--- src/sv/amrt_ram.sv ---
// amrt_ram: generic single write port, single read port memory
// read data is registered; depends on nothing
module amrt_ram #(
    parameter int WIDTH = 24,
    parameter int DEPTH = 64
) (
    input  logic                     i_clk,
    input  logic                     i_we,
    input  logic [$clog2(DEPTH)-1:0] i_waddr,
    input  logic [WIDTH-1:0]         i_wdata,
    input  logic [$clog2(DEPTH)-1:0] i_raddr,
    output logic [WIDTH-1:0]         o_rdata
);

    logic [WIDTH-1:0] r_mem [DEPTH];
    logic [WIDTH-1:0] r_rdata;

    // write and registered read
    always_ff @(posedge i_clk) begin
        if (i_we) begin
            r_mem[i_waddr] <= i_wdata;
        end
        r_rdata <= r_mem[i_raddr];
    end

    assign o_rdata = r_rdata;

endmodule

--- config.mk ---
export PLATFORM = sky130hd
export DESIGN_NAME = amrt_ram
export DESIGN_NICKNAME = d
export VERILOG_FILES = /design/src/sv/amrt_ram.sv
export SDC_FILE = /design/constraint.sdc
export NUM_CORES = 1
export LEC_CHECK = 0
export ABC_AREA = 1
export CAP_MARGIN = 20
export CORE_MARGIN = 2
export CORE_UTILIZATION = 50
export CTS_CLUSTER_SIZE = 40
export DETAILED_ROUTE_END_ITERATION = 12
export DONT_BUFFER_PORTS = 1
export GPL_TIMING_DRIVEN = 0
export HOLD_SLACK_MARGIN = 0.12
export PLACE_DENSITY = 0.62
export REMOVE_ABC_BUFFERS = 1
export SLEW_MARGIN = 20
export SYNTH_ARGS = -nofsm -noshare
export SYNTH_HDL_FRONTEND = slang
export SYNTH_SLANG_ARGS = --single-unit
--- constraint.sdc ---
create_clock -name i_clk -period 4.93 [get_ports i_clk]
set_clock_uncertainty 0.2 [all_clocks]
set_input_delay 0.2465 -clock i_clk [delete_from_list [all_inputs] [get_ports i_clk]]
set_output_delay 0.2465 -clock i_clk [all_outputs]
set_load 0.01 [all_outputs]
**After elaboration in Yosys (flattened, before gate mapping)**

Memories as Yosys holds them, arrays and structs flattened. A register that Yosys moved wholly into a read port is not among the register bits.
Index checks and enable logic that the tools add are counted.

- Memories kept: 1
- Logic and storage cells: 3
- Bits in writable memories: 1,536
- Output and inout port bits: 24
- Bits in registers: 0

Memories:

| memory | depth | bits a word | read ports | clocked after Yosys merged registers in | write ports | line | text |
|---|---|---|---|---|---|---|---|
| r_mem | 64 | 24 | 1 | 1 | 1 | 15 | `logic [WIDTH-1:0] r_mem [DEPTH];` |

- Multiplexer cells: 2

Operators by type and width:

| cell | number |
|---|---|
| 1-bit 2-to-1 mux | 2 |

**Logic depth before layout (Yosys ltp)**

- Word-level depth: 2
- Depth in mapped cells: 13

**Least setup slack after synthesis**

No wires, ideal clock.

- Kind: input-to-reg
- Start: input port i_we
- End: memory r_mem[48][0], enable pin
- Stages: 3
- Path slack: 1,141 ps
- Library setup time: 466 ps
- Required time: 4,264 ps
- Data arrival time: 3,122 ps
- Path through: clkbuf_1 > nand4_1 > nor4_1

- Word-level cells in the longest chain between the ends: 2

RTL lines:

| what | line | text |
|---|---|---|
| from (decl) | 8 | `input logic i_we,` |
| 1-bit 2-to-1 mux | 20 | `if (i_we) begin` |
| 1-bit 2-to-1 mux (not written as such) | 21 | `r_mem[i_waddr] <= i_wdata;` |
| to (decl) | 15 |  |

No other way between the ends.

==> out/metrics.yaml <==
worst_hold_path:
  min_path_type: "in2reg"
timing:
  tightestPinTransition_ns: 2.04
  max_slew_margin_pct: -35.8
  max_freq_ghz: 0.210
  rsz0062_at_grt: "false"
  report.final.slew_viol_count: 244
  period_needed_ns: 4.77
  hold_viol: 0
  whs_ns: 0.186
  setup_viol: 0
  fin_crit_sh_pct: 96.7
drt:
  wire_per_inst_um: 24.4
  via_per_inst: 5.76
  drc: 0
  dr.pass1.iters: 7
  routed_wl_um: 172000
  drtIter0Drc: 4864
  num_vias: 40600
  ant_nets: 0
global_route:
  grt_pass1_vias: 37700
  antenna_found_initial: 12
  global_route.usage.total_pct: 26.6
  grt-ovfl-total: 0
  grt_max_degree: 614
  grt_pass1_wl_um: 248000
critical_path:
  max_stage_delay_ns: 0.60
  worstSetupEndpointType: "flip-flop"
  cp_num_buf_inv: 8
  cp_common_cell: "dlygate4sd3_1"
  path_cells: "dlymetal6s4s_1 -> inv_8 -> buf_16 -> nand3_1 -> dlygate4sd3_1 -> nand2_1 -> dlygate4sd3_1 -> nand2_1 -> nand3_1 -> dlygate4sd3_1 -> nand3_1 -> dlygate4sd3_1 -> nand2_1 -> dlygate4sd3_1"
  worstSetupPathType: "in2reg"
  crit_path_max_fanout: 84
  slowest_stage: "dlygate4sd3_1"
  path_delay_family: "buffers and inverters"
  crit_required_ns: 5.47
  startpoint_type: "input port"
  critPathArrivalTime_ns: 5.31
floorplanning:
  start_util_pct: 50.6
  die_h_um: 358
  die_w_um: 358
  floorplan.rows: 129
  die_area_um2: 128000
  core_area_um2: 124000
  pin_count: 62
clock_network:
  cts.sinks: 1560
  clock_path_buffers: 3
  post_cts.repair.setup_buffers: 0
  clkTransAtPathRegs_ns: 0.06
  root_buffer: "clkbuf_16"
  cts_made_buffers: 158
  cts_max_level: 4
  tritoncts: "done"
  clk_latency_ns: 0.81
synthesis:
  synth.cells.most_frequent: "1944 x nand2_1, 1536 x edfxtp_1, 1303 x nand3_1"
  ys_types: 17
  yosys_warnings: 0
  synth_top_flop_cell: "edfxtp_1"
  yosysTopAreaCell: "edfxtp_1"
  synthArstFlopShare_pct: 0
  syn-instance-count: 5230
  yosysSeqAreaShare_pct: 74.3
  synth_top_area_share_pct: 73.5
  syn-cell-area_um2: 62800
  yosysMostFrequentCell: "nand2_1"
  synth_area_leaders: "edfxtp_1 73%, nand2_1 12%, nand3_1 10%"
  ys_seq_elements: 1560
  avgSynthCellArea_um2: 12.0
  synth_edf_count: 1536
finish:
  nFillCells: 9666
  drive_gt1_share_pct: 8.03
  stdcell_count: 7043
  final_nets: 5316
  area_growth_syn_to_layout_pct: 14.9
placed_design:
  hpwl_um: 84900
  place_inst: 6649
  gp_congestion: 0.838
  io_buffers: 0
status:
  violations: "slew limit"
  outcome: "complete, but fails checks"
pwr:
  total_leakage_power_nw: 25.7
  seqPwrFrac_pct: 52.4
  vdd_drop_max_mv: 0.439
  switching_share_pct: 21.9
  power_frac_comb_pct: 5.9
  power.switching_mw: 6.14
  power.density_nw_per_um2: 390
  clock_power_share_pct: 41.8
  power.internal_mw: 22.0
job:
  max_cap_violations: 0
==> final timing paths <==
kind | startpoint | endpoint | slack [ns] | depth (start not counted)
setup / recovery | i_raddr[2] | o_rdata[18] | 0.16 | 14
hold / removal | i_waddr[4] | r_mem[18][8] | 0.19 | 2
setup reg to reg | r_mem[50][18] | o_rdata[18] | 0.27 | 14
hold reg to reg | r_mem[4][22] | o_rdata[22] | 0.67 | 8
==> kinds of logic (layout without fill, tap and decap cells) <==
family	count (synthesis)	count (layout)	share of synthesized area (%)
AND/OR/NAND/NOR	3320	3320	22.5
buffers and inverters	350	522	3.21
other	0	4	0
flip-flops	1560	1560	74.3
==> power groups by stage <==
stage | combinational (mW) | clock (mW) | sequential (mW)
2_1_floorplan | 0.777 | 0 | 15.0
3_3_place_gp | 1.19 | 0 | 15.0
3_5_place_dp | 1.12 | 0 | 15.0
4_1_cts | 1.62 | 11.9 | 14.7
5_1_grt | 1.77 | 12.4 | 14.7
6_report | 1.65 | 11.7 | 14.7
==> state kept, by name (all words and copies together), names as in the netlist <==
name	count
o_rdata	24
r_mem	1536
==> placed cells by master, fill, tap and decap left out, types with 2 or more instances in the layout <==
master,synthesis,layout
inv_6,0,5
clkbuf_16,0,167
buf_8,4,4
clkinv_1,1,42
bufinv_16,0,12
clkinv_2,0,24
inv_1,9,7
clkbuf_8,0,2
nand2_1,1944,1944
buf_6,44,8
clkinv_4,0,2
nor4_2,0,8
nor2_4,0,56
dfxtp_1,24,24
buf_16,0,82
nand4_1,9,9
clkinvlp_4,0,2
dlygate4sd3_1,0,75
buf_4,30,8
edfxtp_1,1536,1536
clkbuf_1,64,27
inv_4,1,2
buf_12,0,15
inv_8,0,2
diode_2,0,4
nand3_1,1303,1303
buf_2,169,33
==> through the flow <==
step                      utilization, %  power [mW]  setup slack (ns)  setup TNS [ns]  cell area, um2
after floorplan                        -        15.8             0.170               0           60800
after global placement              50.6        16.2             -4.39         -396.36           62800
after detailed placement            52.7        16.1              1.33               0           65500
after CTS                           58.1        28.2           0.00597               0           72100
after global routing                58.1        28.9            0.0737               0           72100
final                               58.1        28.1             0.162               0           72100
==> routing by layer <==
| metal | wire [um] | GRT usage (%) | part of all wire [%] |
|---|---|---|---|
| met5 | 29 | 0 | 0.017 |
| met4 | 6500 | 10.7 | 3.8 |
| met3 | 15100 | 5.24 | 8.8 |
| met2 | 80400 | 41.9 | 47 |
| met1 | 69500 | 36.7 | 41 |
==> repair_timing <==
item                                    4_1_cts  5_1_grt
resized for setup                             0        2
hold buffers                                107        0
endpoints found under the setup margin        0        1
endpoints found under the hold margin      2215        0
==> layout make-up <==
| type | count | area [um2] | share of cell area, % |
|---|---|---|---|
| sequential | 1560 | 46600 | 64.6 |
| multi-input combinational | 3320 | 14600 | 20.3 |
| clock buffer | 196 | 4310 | 5.98 |
| timing repair buffer | 226 | 3700 | 5.13 |
| tap | 1637 | 2050 | 2.84 |
| clock inverter | 88 | 728 | 1.01 |
| inverter | 12 | 93.8 | 0.130 |
| antenna | 4 | 10.0 | 0.0139 |
==> worst register-to-register path, cell delays in order (launching register included) <==
cell and delay (ns):
edfxtp_1 0.36, nand2_1 0.07, nand3_1 0.08, dlygate4sd3_1 0.60
nand3_1 0.09, dlygate4sd3_1 0.56, nand2_1 0.05, dlygate4sd3_1 0.56
nand2_1 0.06, nand3_1 0.08, dlygate4sd3_1 0.60, nand3_1 0.07
dlygate4sd3_1 0.56, nand2_1 0.06, dlygate4sd3_1 0.56
Power figures use the tool's default switching activity.
